**config.mk**
```make
export PLATFORM = sky130hd
export DESIGN_NAME = pgm_header_parser_unit
export DESIGN_NICKNAME = d
export VERILOG_FILES = /design/src/hw/rtl/pgm_hdr_pkg.sv /design/src/hw/rtl/pgm_header_parser_unit.sv
export VERILOG_INCLUDE_DIRS = /design/src /design/src/hw/rtl
export SDC_FILE = /design/constraint.sdc
export NUM_CORES = 1
export LEC_CHECK = 0
export ABC_CLOCK_PERIOD_IN_PS = 12150
export BUFFER_PORTS_ARGS = -buffer_cell sky130_fd_sc_hd__clkbuf_2
export CORE_MARGIN = 10
export CORE_UTILIZATION = 50
export DETAILED_ROUTE_END_ITERATION = 12
export PLACE_DENSITY = 0.81
export RECOVER_POWER = 25
export SETUP_SLACK_MARGIN = 0.02
export SLEW_MARGIN = 5
export SYNTH_ARGS = -nofsm -noshare
export SYNTH_HDL_FRONTEND = slang
export SYNTH_SLANG_ARGS = --single-unit
```
**constraint.sdc**
```tcl
create_clock -name i_clk -period 12.15 [get_ports i_clk]
set_clock_uncertainty 0.05 [all_clocks]
set_input_delay 1.215 -clock i_clk [delete_from_list [all_inputs] [get_ports i_clk]]
set_output_delay 1.215 -clock i_clk [all_outputs]
set_load 0.05 [all_outputs]
```
**src/hw/rtl/pgm_header_parser_unit_macros.svh**
```systemverilog
// ----------------------------------------------------------------------------
// pgm header parser assertion macros
// shared concurrent assertion forms for the header parser rtl
// ----------------------------------------------------------------------------
`ifndef PGM_HEADER_PARSER_UNIT_MACROS_SVH
`define PGM_HEADER_PARSER_UNIT_MACROS_SVH

// same-cycle implication, disabled while reset is low
`define PHU_ASSERT_NOW(label, clk, rst_n, ante, cons, msg) \
    label: assert property (@(posedge clk) disable iff (!(rst_n)) \
        (ante) |-> (cons)) else $error(msg);

// next-cycle implication, disabled while reset is low
`define PHU_ASSERT_NEXT(label, clk, rst_n, ante, cons, msg) \
    label: assert property (@(posedge clk) disable iff (!(rst_n)) \
        (ante) |=> (cons)) else $error(msg);

`endif

```
**src/hw/rtl/pgm_hdr_pkg.sv**
```systemverilog
`timescale 1ns / 1ps
// ----------------------------------------------------------------------------
// pgm header parser package
// item types, status and phase codes, character constants, and register constants
// ----------------------------------------------------------------------------
package pgm_hdr_pkg;

    typedef struct packed {
        logic       command;
        logic [7:0] header_byte;
    } t_in_item;

    typedef struct packed {
        logic [1:0]  status;
        logic [15:0] width_out;
        logic [15:0] height_out;
        logic [15:0] max_value_out;
    } t_out_item;

    localparam logic       CMD_BYTE    = 1'b0;
    localparam logic       CMD_RESTART = 1'b1;

    localparam logic [1:0] ST_GOOD      = 2'd0;
    localparam logic [1:0] ST_BAD_MAGIC = 2'd1;
    localparam logic [1:0] ST_MISMATCH  = 2'd2;

    localparam logic [2:0] PH_MAGIC  = 3'd0;
    localparam logic [2:0] PH_WIDTH  = 3'd1;
    localparam logic [2:0] PH_HEIGHT = 3'd2;
    localparam logic [2:0] PH_MAXVAL = 3'd3;
    localparam logic [2:0] PH_DONE   = 3'd4;

    localparam logic [7:0] CH_HASH  = 8'h23;
    localparam logic [7:0] CH_NL    = 8'h0a;
    localparam logic [7:0] CH_TAB   = 8'h09;
    localparam logic [7:0] CH_SPACE = 8'h20;
    localparam logic [7:0] CH_P     = 8'h50;
    localparam logic [7:0] CH_5     = 8'h35;
    localparam logic [7:0] CH_0     = 8'h30;
    localparam logic [7:0] CH_9     = 8'h39;

    localparam logic [15:0] NUM_MAX = 16'hffff;

    localparam logic [15:0] RST_EXP_WIDTH  = 16'd910;
    localparam logic [15:0] RST_EXP_HEIGHT = 16'd1400;

    localparam logic REG_EXP_WIDTH  = 1'b0;
    localparam logic REG_EXP_HEIGHT = 1'b1;

endpackage

```
**src/hw/rtl/pgm_header_parser_unit.sv**
```systemverilog
`timescale 1ns / 1ps
// ----------------------------------------------------------------------------
// pgm header parser unit
// Parses a P5 PGM header one byte per item. The block accepts one item every
// clock cycle while its skid entry is empty: the whole per-byte update (comment
// skipping, token split, magic check, decimal accumulate with saturation at
// 65535) is one register stage on the parser state. A result leaves through an
// output register, formed from the separator that ends the fourth token (or
// the bad magic token); a one-entry skid holds a second result while the output
// stalls, and input is held off only while that skid entry is occupied.
// Command 1 restarts the parser and keeps the expected width and height
// registers (APB, byte address 0 and 4; reset 910 and 1400).
// ----------------------------------------------------------------------------
`include "pgm_header_parser_unit_macros.svh"

module pgm_header_parser_unit (
    input  logic                   i_clk,
    input  logic                   i_rst_n,
    input  logic                   i_in_valid,
    output logic                   o_in_ready,
    input  pgm_hdr_pkg::t_in_item  i_in_item,
    output logic                   o_out_valid,
    input  logic                   i_out_ready,
    output pgm_hdr_pkg::t_out_item o_out_item,
    input  logic                   psel,
    input  logic                   penable,
    input  logic                   pwrite,
    input  logic [2:0]             paddr,
    input  logic [31:0]            pwdata,
    output logic [31:0]            prdata,
    output logic                   pready
);

    logic [15:0] r_exp_width;
    logic [15:0] r_exp_height;

    logic [2:0]  r_phase,     n_phase;
    logic        r_in_comment, n_in_comment;
    logic [1:0]  r_tok_len,   n_tok_len;
    logic        r_magic_ok,  n_magic_ok;
    logic [15:0] r_num,       n_num;
    logic        r_dig_stop,  n_dig_stop;
    logic [15:0] r_saved_w,   n_saved_w;
    logic [15:0] r_saved_h,   n_saved_h;

    logic                   r_out_valid;
    pgm_hdr_pkg::t_out_item r_out_item;
    logic                   r_skid_valid;
    pgm_hdr_pkg::t_out_item r_skid_item;

    logic                   w_accept;
    logic                   w_cfg_wr;
    logic [7:0]             w_byte;
    logic                   w_is_sep;
    logic                   w_is_digit;
    logic [19:0]            w_acc;
    logic [15:0]            w_acc_sat;
    logic                   w_res_valid;
    pgm_hdr_pkg::t_out_item w_res;

    // configuration port
    assign pready   = 1'b1;
    assign w_cfg_wr = psel && penable && pwrite;
    assign prdata   = (paddr[2] == pgm_hdr_pkg::REG_EXP_HEIGHT) ? {16'd0, r_exp_height}
                                                                : {16'd0, r_exp_width};

    always_ff @(posedge i_clk) begin
        if (!i_rst_n) begin
            r_exp_width  <= pgm_hdr_pkg::RST_EXP_WIDTH;
            r_exp_height <= pgm_hdr_pkg::RST_EXP_HEIGHT;
        end else if (w_cfg_wr) begin
            if (paddr[2] == pgm_hdr_pkg::REG_EXP_HEIGHT) begin
                r_exp_height <= pwdata[15:0];
            end else begin
                r_exp_width <= pwdata[15:0];
            end
        end
    end

    // input side
    assign o_in_ready = !r_skid_valid;
    assign w_accept   = i_in_valid && o_in_ready;
    assign w_byte     = i_in_item.header_byte;
    assign w_is_sep   = (w_byte == pgm_hdr_pkg::CH_SPACE) || (w_byte == pgm_hdr_pkg::CH_TAB)
                     || (w_byte == pgm_hdr_pkg::CH_NL);
    assign w_is_digit = (w_byte >= pgm_hdr_pkg::CH_0) && (w_byte <= pgm_hdr_pkg::CH_9);

    // value * 10 + digit
    assign w_acc     = {1'b0, r_num, 3'b000} + {3'b000, r_num, 1'b0} + {16'd0, w_byte[3:0]};
    assign w_acc_sat = (w_acc > {4'd0, pgm_hdr_pkg::NUM_MAX}) ? pgm_hdr_pkg::NUM_MAX
                                                               : w_acc[15:0];

    always_comb begin
        n_phase      = r_phase;
        n_in_comment = r_in_comment;
        n_tok_len    = r_tok_len;
        n_magic_ok   = r_magic_ok;
        n_num        = r_num;
        n_dig_stop   = r_dig_stop;
        n_saved_w    = r_saved_w;
        n_saved_h    = r_saved_h;
        w_res_valid  = 1'b0;
        w_res        = '0;
        if (w_accept) begin
            if (i_in_item.command == pgm_hdr_pkg::CMD_RESTART) begin
                n_phase      = pgm_hdr_pkg::PH_MAGIC;
                n_in_comment = 1'b0;
                n_tok_len    = 2'd0;
                n_magic_ok   = 1'b1;
                n_num        = 16'd0;
                n_dig_stop   = 1'b0;
                n_saved_w    = 16'd0;
                n_saved_h    = 16'd0;
            end else if (!r_phase[2]) begin
                if (r_in_comment) begin
                    if (w_byte == pgm_hdr_pkg::CH_NL) begin
                        n_in_comment = 1'b0;
                    end
                end else if (w_byte == pgm_hdr_pkg::CH_HASH) begin
                    n_in_comment = 1'b1;
                end else if (w_is_sep) begin
                    if (r_tok_len != 2'd0) begin
                        case (r_phase)
                            pgm_hdr_pkg::PH_MAGIC: begin
                                if (!r_magic_ok || r_tok_len != 2'd2) begin
                                    w_res_valid  = 1'b1;
                                    w_res.status = pgm_hdr_pkg::ST_BAD_MAGIC;
                                    n_phase      = pgm_hdr_pkg::PH_DONE;
                                end else begin
                                    n_phase = pgm_hdr_pkg::PH_WIDTH;
                                end
                            end
                            pgm_hdr_pkg::PH_WIDTH: begin
                                n_saved_w = r_num;
                                n_phase   = pgm_hdr_pkg::PH_HEIGHT;
                            end
                            pgm_hdr_pkg::PH_HEIGHT: begin
                                n_saved_h = r_num;
                                n_phase   = pgm_hdr_pkg::PH_MAXVAL;
                            end
                            default: begin
                                w_res_valid         = 1'b1;
                                w_res.status        = (r_saved_w == r_exp_width
                                                    && r_saved_h == r_exp_height)
                                                    ? pgm_hdr_pkg::ST_GOOD
                                                    : pgm_hdr_pkg::ST_MISMATCH;
                                w_res.width_out     = r_saved_w;
                                w_res.height_out    = r_saved_h;
                                w_res.max_value_out = r_num;
                                n_phase             = pgm_hdr_pkg::PH_DONE;
                            end
                        endcase
                        n_tok_len  = 2'd0;
                        n_num      = 16'd0;
                        n_dig_stop = 1'b0;
                    end
                end else begin
                    if (r_phase == pgm_hdr_pkg::PH_MAGIC) begin
                        if (!((r_tok_len == 2'd0 && w_byte == pgm_hdr_pkg::CH_P)
                           || (r_tok_len == 2'd1 && w_byte == pgm_hdr_pkg::CH_5))) begin
                            n_magic_ok = 1'b0;
                        end
                    end else if (!r_dig_stop && w_is_digit) begin
                        n_num = w_acc_sat;
                    end else begin
                        n_dig_stop = 1'b1;
                    end
                    if (r_tok_len != 2'd3) begin
                        n_tok_len = r_tok_len + 2'd1;
                    end
                end
            end
        end
    end

    always_ff @(posedge i_clk) begin
        if (!i_rst_n) begin
            r_phase      <= pgm_hdr_pkg::PH_MAGIC;
            r_in_comment <= 1'b0;
            r_tok_len    <= 2'd0;
            r_magic_ok   <= 1'b1;
            r_num        <= 16'd0;
            r_dig_stop   <= 1'b0;
            r_saved_w    <= 16'd0;
            r_saved_h    <= 16'd0;
        end else begin
            r_phase      <= n_phase;
            r_in_comment <= n_in_comment;
            r_tok_len    <= n_tok_len;
            r_magic_ok   <= n_magic_ok;
            r_num        <= n_num;
            r_dig_stop   <= n_dig_stop;
            r_saved_w    <= n_saved_w;
            r_saved_h    <= n_saved_h;
        end
    end

    // output register with skid entry
    always_ff @(posedge i_clk) begin
        if (!i_rst_n) begin
            r_out_valid  <= 1'b0;
            r_skid_valid <= 1'b0;
        end else if (!r_out_valid || i_out_ready) begin
            if (r_skid_valid) begin
                r_out_valid  <= 1'b1;
                r_skid_valid <= 1'b0;
            end else begin
                r_out_valid <= w_res_valid;
            end
        end else if (w_res_valid) begin
            r_skid_valid <= 1'b1;
        end
    end

    always_ff @(posedge i_clk) begin
        if (!r_out_valid || i_out_ready) begin
            r_out_item <= r_skid_valid ? r_skid_item : w_res;
        end else if (w_res_valid) begin
            r_skid_item <= w_res;
        end
    end

    assign o_out_valid = r_out_valid;
    assign o_out_item  = r_out_item;

    `PHU_ASSERT_NOW(a_skid_implies_out, i_clk, i_rst_n, r_skid_valid, r_out_valid,
        "skid entry held without an output item")
    `PHU_ASSERT_NOW(a_result_ends_parse, i_clk, i_rst_n, w_res_valid,
        n_phase == pgm_hdr_pkg::PH_DONE, "result given without entering done phase")
    `PHU_ASSERT_NEXT(a_restart_clears, i_clk, i_rst_n,
        w_accept && i_in_item.command == pgm_hdr_pkg::CMD_RESTART,
        r_phase == pgm_hdr_pkg::PH_MAGIC && !r_in_comment && r_tok_len == 2'd0,
        "restart did not clear parser state")
    `PHU_ASSERT_NOW(a_bad_magic_zero, i_clk, i_rst_n,
        r_out_valid && r_out_item.status == pgm_hdr_pkg::ST_BAD_MAGIC,
        r_out_item.width_out == 16'd0 && r_out_item.height_out == 16'd0
        && r_out_item.max_value_out == 16'd0,
        "bad magic item carries nonzero values")

endmodule
```
* Word level (Yosys, flattened, before mapping)
Cells that the tools add are included.
** Storage, ports and cells
- Output and inout bits :: 85
- Flip-flop bits (word level) :: 190
- Logic and storage cells :: 173
- Input port bits :: 51
** Cells by class
- $lt $le $gt $ge :: 3
- Bitwise logic cells :: 3
- Multiplexer cells :: 81
- Reductions and logical operators :: 41
- Add/subtract/negate cells :: 3
- Equal/unequal tests :: 21
** Operator list (count)
- $mux 50 :: 8
- $mux 16 :: 24
- $mux 48 :: 1
- $reduce_and 7->1 :: 5
- $eq 16x16->1 :: 2
- $mux 1 :: 30
- $eq 8x6->1 const B :: 3
- $mux 3 :: 7
- $add 19x17->20 :: 1
- $add 20x4->20 :: 1
- $gt 20x16->1 const B :: 1
- $eq 8x4->1 const B :: 2
- $mux 2 :: 8
- $ne 2x2->1 const B :: 7
- $reduce_and 6->1 :: 2
- $reduce_bool 2->1 :: 6
- $pmux 3 s3 :: 1
- $eq 8x7->1 const B :: 1
- $ge 8x6->1 const B :: 1
- $le 8x6->1 const B :: 1
- $logic_and 1x1->1 :: 8
- $reduce_and 2->1 :: 4
- $ne 3x3->1 const B :: 2
- $reduce_bool 3->1 :: 2
- other kinds (14) :: 24

* Depth between registers and ports, before layout
- Depth in word-level cells :: 12
- Gate-level depth with buffers :: 10
- Depth with buffers taken out :: 9

* Worst setup path before layout
No wires, ideal clock.
- Path kind :: in2reg
- Start :: input port i_out_ready
- End :: register r_skid_item[0] (netlist name), enable pin
- Arrival time :: 7.405 ns
- Library setup time :: 0.582 ns
- Cell stages on the path :: 2
- Path slack :: 4.114 ns
- Path through :: nand2b_1 -> nor4_1
** Between the ends
- Word-level cells in the longest chain between the ends :: 3
** RTL lines
- start, declared :: RTL line pgm_header_parser_unit.sv:23 : input logic i_out_ready,
- $logic_or 1x1->1 :: RTL line pgm_header_parser_unit.sv:216 : if (!r_out_valid || i_out_ready) begin
- $not 1->1 (no source line)
- $reduce_and 2->1 (no source line)
- end signal, assigned :: RTL line pgm_header_parser_unit.sv:219 : r_skid_item <= w_res;
- end, declared :: RTL line pgm_header_parser_unit.sv:49 : pgm_hdr_pkg::t_out_item r_skid_item;
No other way between the ends.
A chain may end at the register's enable or synchronous reset.

==> metrics.md <==
| Metric | Value |
|---|---|
| Min-Delay Path Class | `flip-flop to flip-flop` |
| Initial antenna violation count | `0` |
| Reg2Reg Setup Slack | `approximately 8.4 ns` |
| Vias per cell | `5.928` |
| Type of origin of the critical path | `input port` |
| Cell Area, Synth | `slightly above 9000 sq um` |
| Final setup viols | `0` |
| Total CTS buffers | `17` |
| Top_reg_cell synth | `edfxtp_1` |
| Core area | `~18000 sq um` |
| Relative slew slack | `-0.8309` |
| Req. time, crit path | `~12 ns` |
| GP Congestion | `slightly above 0.9` |
| Worst-path clk slew | `roughly 0.080 ns` |
| Clock latency on the worst-skew pair | `~0.43 ns` |
| Reg-to-reg critical path endpoint | `r_num[14]` |
| Clock share of power | `0.419` |
| Post-CTS setup buffer count | `0` |
| Design area | `just over 10000 sq um` |
| Internal power | `between 0.0009 and 0.001 W` |
| Crit share post-route | `0.3659` |
| Final Hold Vio Count | `0` |
| Failing checks | `max-capacitance violations, max-slew violations` |
| Setup crit start | `i_rst_n` |
| GRT Util Overall | `0.1817` |
| CTS root buf | `clkbuf_16` |
| Clock period minus worst slack | `between 4 and 5 ns` |
| Global-route wire length before repair | `~36000 um` |
| Final wirelength | `approximately 23000 um` |
| Synth warnings | `0` |
| Number of enable-type register cells in the synthesized netlist | `100` |
| Max clock buf depth | `2` |
| Share of layout cells above drive strength 1 | `0.1455` |
| Path depth of the worst reg2reg path | `8` |
| Tightest Pin Transition | `about 2.7 ns` |
| Worst setup EP type | `flip-flop` |
| Peak supply drop | `roughly 86 uV` |
| Ys async rst share | `0` |
| Crit Path Class | `input port to flip-flop` |
| Min-delay src | `r_exp_height[11]` |
| Setup WS post-layout | `7.704 ns` |
| Unrepaired setup endpoints after global routing | `false` |
| Crit Reg-Reg Startpoint | `r_num[2]` |
| NetSw | `about 0.00031 W` |
| Static Leak | `4.501 nW` |
| Drt first pass iters | `5` |
| Grt ovf | `0` |
| Power per cell area | `between 100 and 150 nW/um^2` |
| Die Width | `between 150 and 200 um` |
| Crit path DAT | `4.75 ns` |
| WL/cell | `19.12 um` |
| Vias in the first global route | `6678` |
| Crit Path Max Fanout | `between 40 and 50` |
| Seq pwr share | `0.529` |
| Placed wire-length estimate | `around 16000 um` |
| Post-route ant nets | `0` |
| Pre-CTS setup slack | `about 7.6 ns` |
| CTS HTree Levels | `4` |
| Logic pwr share | `0.052` |
| Hold Path Stages | `2` |
| CP max-delay cell | `clkbuf_1` |
| Rows | `49` |
| Die H | `around 160 um` |
| CTS tree | `built` |
| PortBufs | `100` |
| Worst Hold End | `r_exp_height[11]` |
| Max Cap Viol | `2` |
| Cells after Synth | `863` |
| Slew Viols, Final | `101` |
| Detailed router's first-iteration violation count | `roughly 730` |
| Diodes inserted | `0` |
| Largest net degree at the start of global routing | `54` |
| Fmax | `0.2249 GHz` |
| Die area | `24430 sq um` |
| Fillers | `between 1500 and 2000` |
| Post-synthesis sequential area ratio | `0.5172` |
| Fin util | `0.5725` |
| Switching share of power | `0.2412` |
| Dpl cell area | `between 9000 and 10000 sq um` |
| Ports | `around 140` |
| Cell Chain, Critical Path | `clkbuf_1 > inv_1 > nor3_1 > buf_4 > a32oi_1 > nand3_1` |
| Setup tns final | `0 ns` |
| Nets | `1030` |
| Number of distinct library cells after synthesis | `72` |
| Hold_buf cts | `0` |
| DR vias | `7019` |
| Number of remaining DRC errors | `0` |
| Seq cells post-synth | `190` |
| Status | `complete, but fails checks` |
| Worst path max stage delay | `between 1 and 1.5 ns` |
| Clock sinks | `190` |
| Area growth from synthesis to layout | `11.85%` |
| Initial Util | `0.5119` |
| Number of gates resized after cts | `0` |
| Syn Area/Cell | `roughly 11 sq um` |
[cells by family (layout without fill, tap and decap cells)]
family	Yosys count	in the layout	share of synthesized area
xor gates and xnor gates	44	44	0.04149
buffers and inverters	71	148	0.03812
adders and majority gates	37	37	0.05145
and+or+nand+nor	274	274	0.1561
other	2	17	0.0008085
muxes	16	16	0.01940
AOI/OAI and AO/OA	229	229	0.1754
DFF	190	190	0.5172
[cells in the final DEF (no fill, tap or decap), types with 7 or more instances in the layout]
| cell | count |
|---|---|
| nand2_1 | 101 |
| edfxtp_1 | 100 |
| dfxtp_1 | 90 |
| clkbuf_2 | 61 |
| a21o_1 | 59 |
| and2_1 | 40 |
| clkbuf_1 | 40 |
| nand3_1 | 39 |
| a21oi_1 | 39 |
| xnor2_1 | 38 |
| ha_1 | 35 |
| a22oi_1 | 32 |
| o22ai_1 | 27 |
| nor2_1 | 25 |
| conb_1 | 17 |
| clkbuf_16 | 17 |
| mux2_2 | 16 |
| o21ai_0 | 16 |
| a32oi_1 | 14 |
| and2_4 | 10 |
| nand4_1 | 10 |
| inv_1 | 9 |
| and3_1 | 7 |
[state kept, by name (all words and copies together), names as in the netlist]
signal / cells
o_out_item: 50
r_skid_item: 50
r_exp_height: 16
r_exp_width: 16
r_num: 16
r_saved_h: 16
r_saved_w: 16
r_phase: 3
r_tok_len: 2
o_out_valid: 1
r_dig_stop: 1
r_in_comment: 1
r_magic_ok: 1
r_skid_valid: 1
[cell usage after synthesis (all sizes together) (4+ instances only)]
cell type | count | share of area
o211ai | 4 | 0.0038
nand4 | 10 | 0.0067
a32oi | 14 | 0.013
xnor2 | 38 | 0.036
edfxtp | 100 | 0.32
buf | 24 | 0.019
ha | 35 | 0.047
clkbuf | 38 | 0.016
a21o | 59 | 0.048
nand2 | 101 | 0.041
and3 | 7 | 0.0047
nand3 | 39 | 0.021
a21oi | 39 | 0.021
o21ai | 17 | 0.0092
mux2 | 16 | 0.019
nor4 | 6 | 0.0070
nor2 | 25 | 0.010
xor2 | 6 | 0.0057
a22oi | 32 | 0.026
nor3 | 9 | 0.0078
o22ai | 27 | 0.018
nand2b | 6 | 0.0040
inv | 9 | 0.0036
and2 | 50 | 0.036
a211oi | 5 | 0.0040
dfxtp | 90 | 0.19
nor3b | 4 | 0.0032
[area by class of cell]
type	instances	area, sq um	area share
tap	229	286.5	0.02758
timing repair buffer	107	500.5	0.04817
multi-input combinational	617	4195	0.4038
sequential	190	4805	0.4624
clock inverter	15	143.9	0.01385
inverter	9	33.78	0.003251
clock buffer	17	425.4	0.04094
[worst max path at each step]
stage,end,slack (ns),cells after the start
2_1_floorplan,r_skid_item[0],4.11,2
3_3_place_gp,r_num[15],7.59,9
3_5_place_dp,r_num[14],7.56,9
4_1_cts,r_num[14],8.01,9
5_1_grt,r_num[9],7.43,6
6_report,r_num[13],7.70,6
[metal layers]
| metal | global-route usage | vias up | wire length [um] |
|---|---|---|---|
| li1 | - | 3359 | - |
| met1 | 0.2438 | 3353 | 10240 |
| met2 | 0.2759 | 276 | 10070 |
| met3 | 0.04962 | 31 | 1826 |
| met4 | 0.06562 | 0 | 501 |
| met5 | 0 | - | 0 |
[power groups by stage]
stage                     clock, W  sequential (W)  combinational, W
after floorplan                  0        0.000689         0.0000528
after global placement           0        0.000689         0.0000649
final                     0.000535        0.000675         0.0000664
after CTS                 0.000543        0.000675         0.0000660
after detailed placement         0        0.000690         0.0000656
after global routing      0.000566        0.000675         0.0000712
[through the flow]
step | instances | total power, W | hold WS (ns)
global route | 1184 | 0.001313 | 0.4713
finish | 1184 | 0.001277 | 0.4461
floorplan | 878 | 0.0007413 | 0.4083
detailed placement | 1152 | 0.0007553 | 0.4313
CTS | 1184 | 0.001284 | 0.4417
global placement | 1152 | 0.0007543 | 0.4197
[worst max-delay path, delay by kind of cell]
kind / cells / cell delay, ns
and+or+nand+nor: 2 / 0.49
AOI/OAI and AO/OA: 1 / 0.13
buffers and inverters: 3 / 2.90
Note: power is estimated with default switching activity, not from simulation.
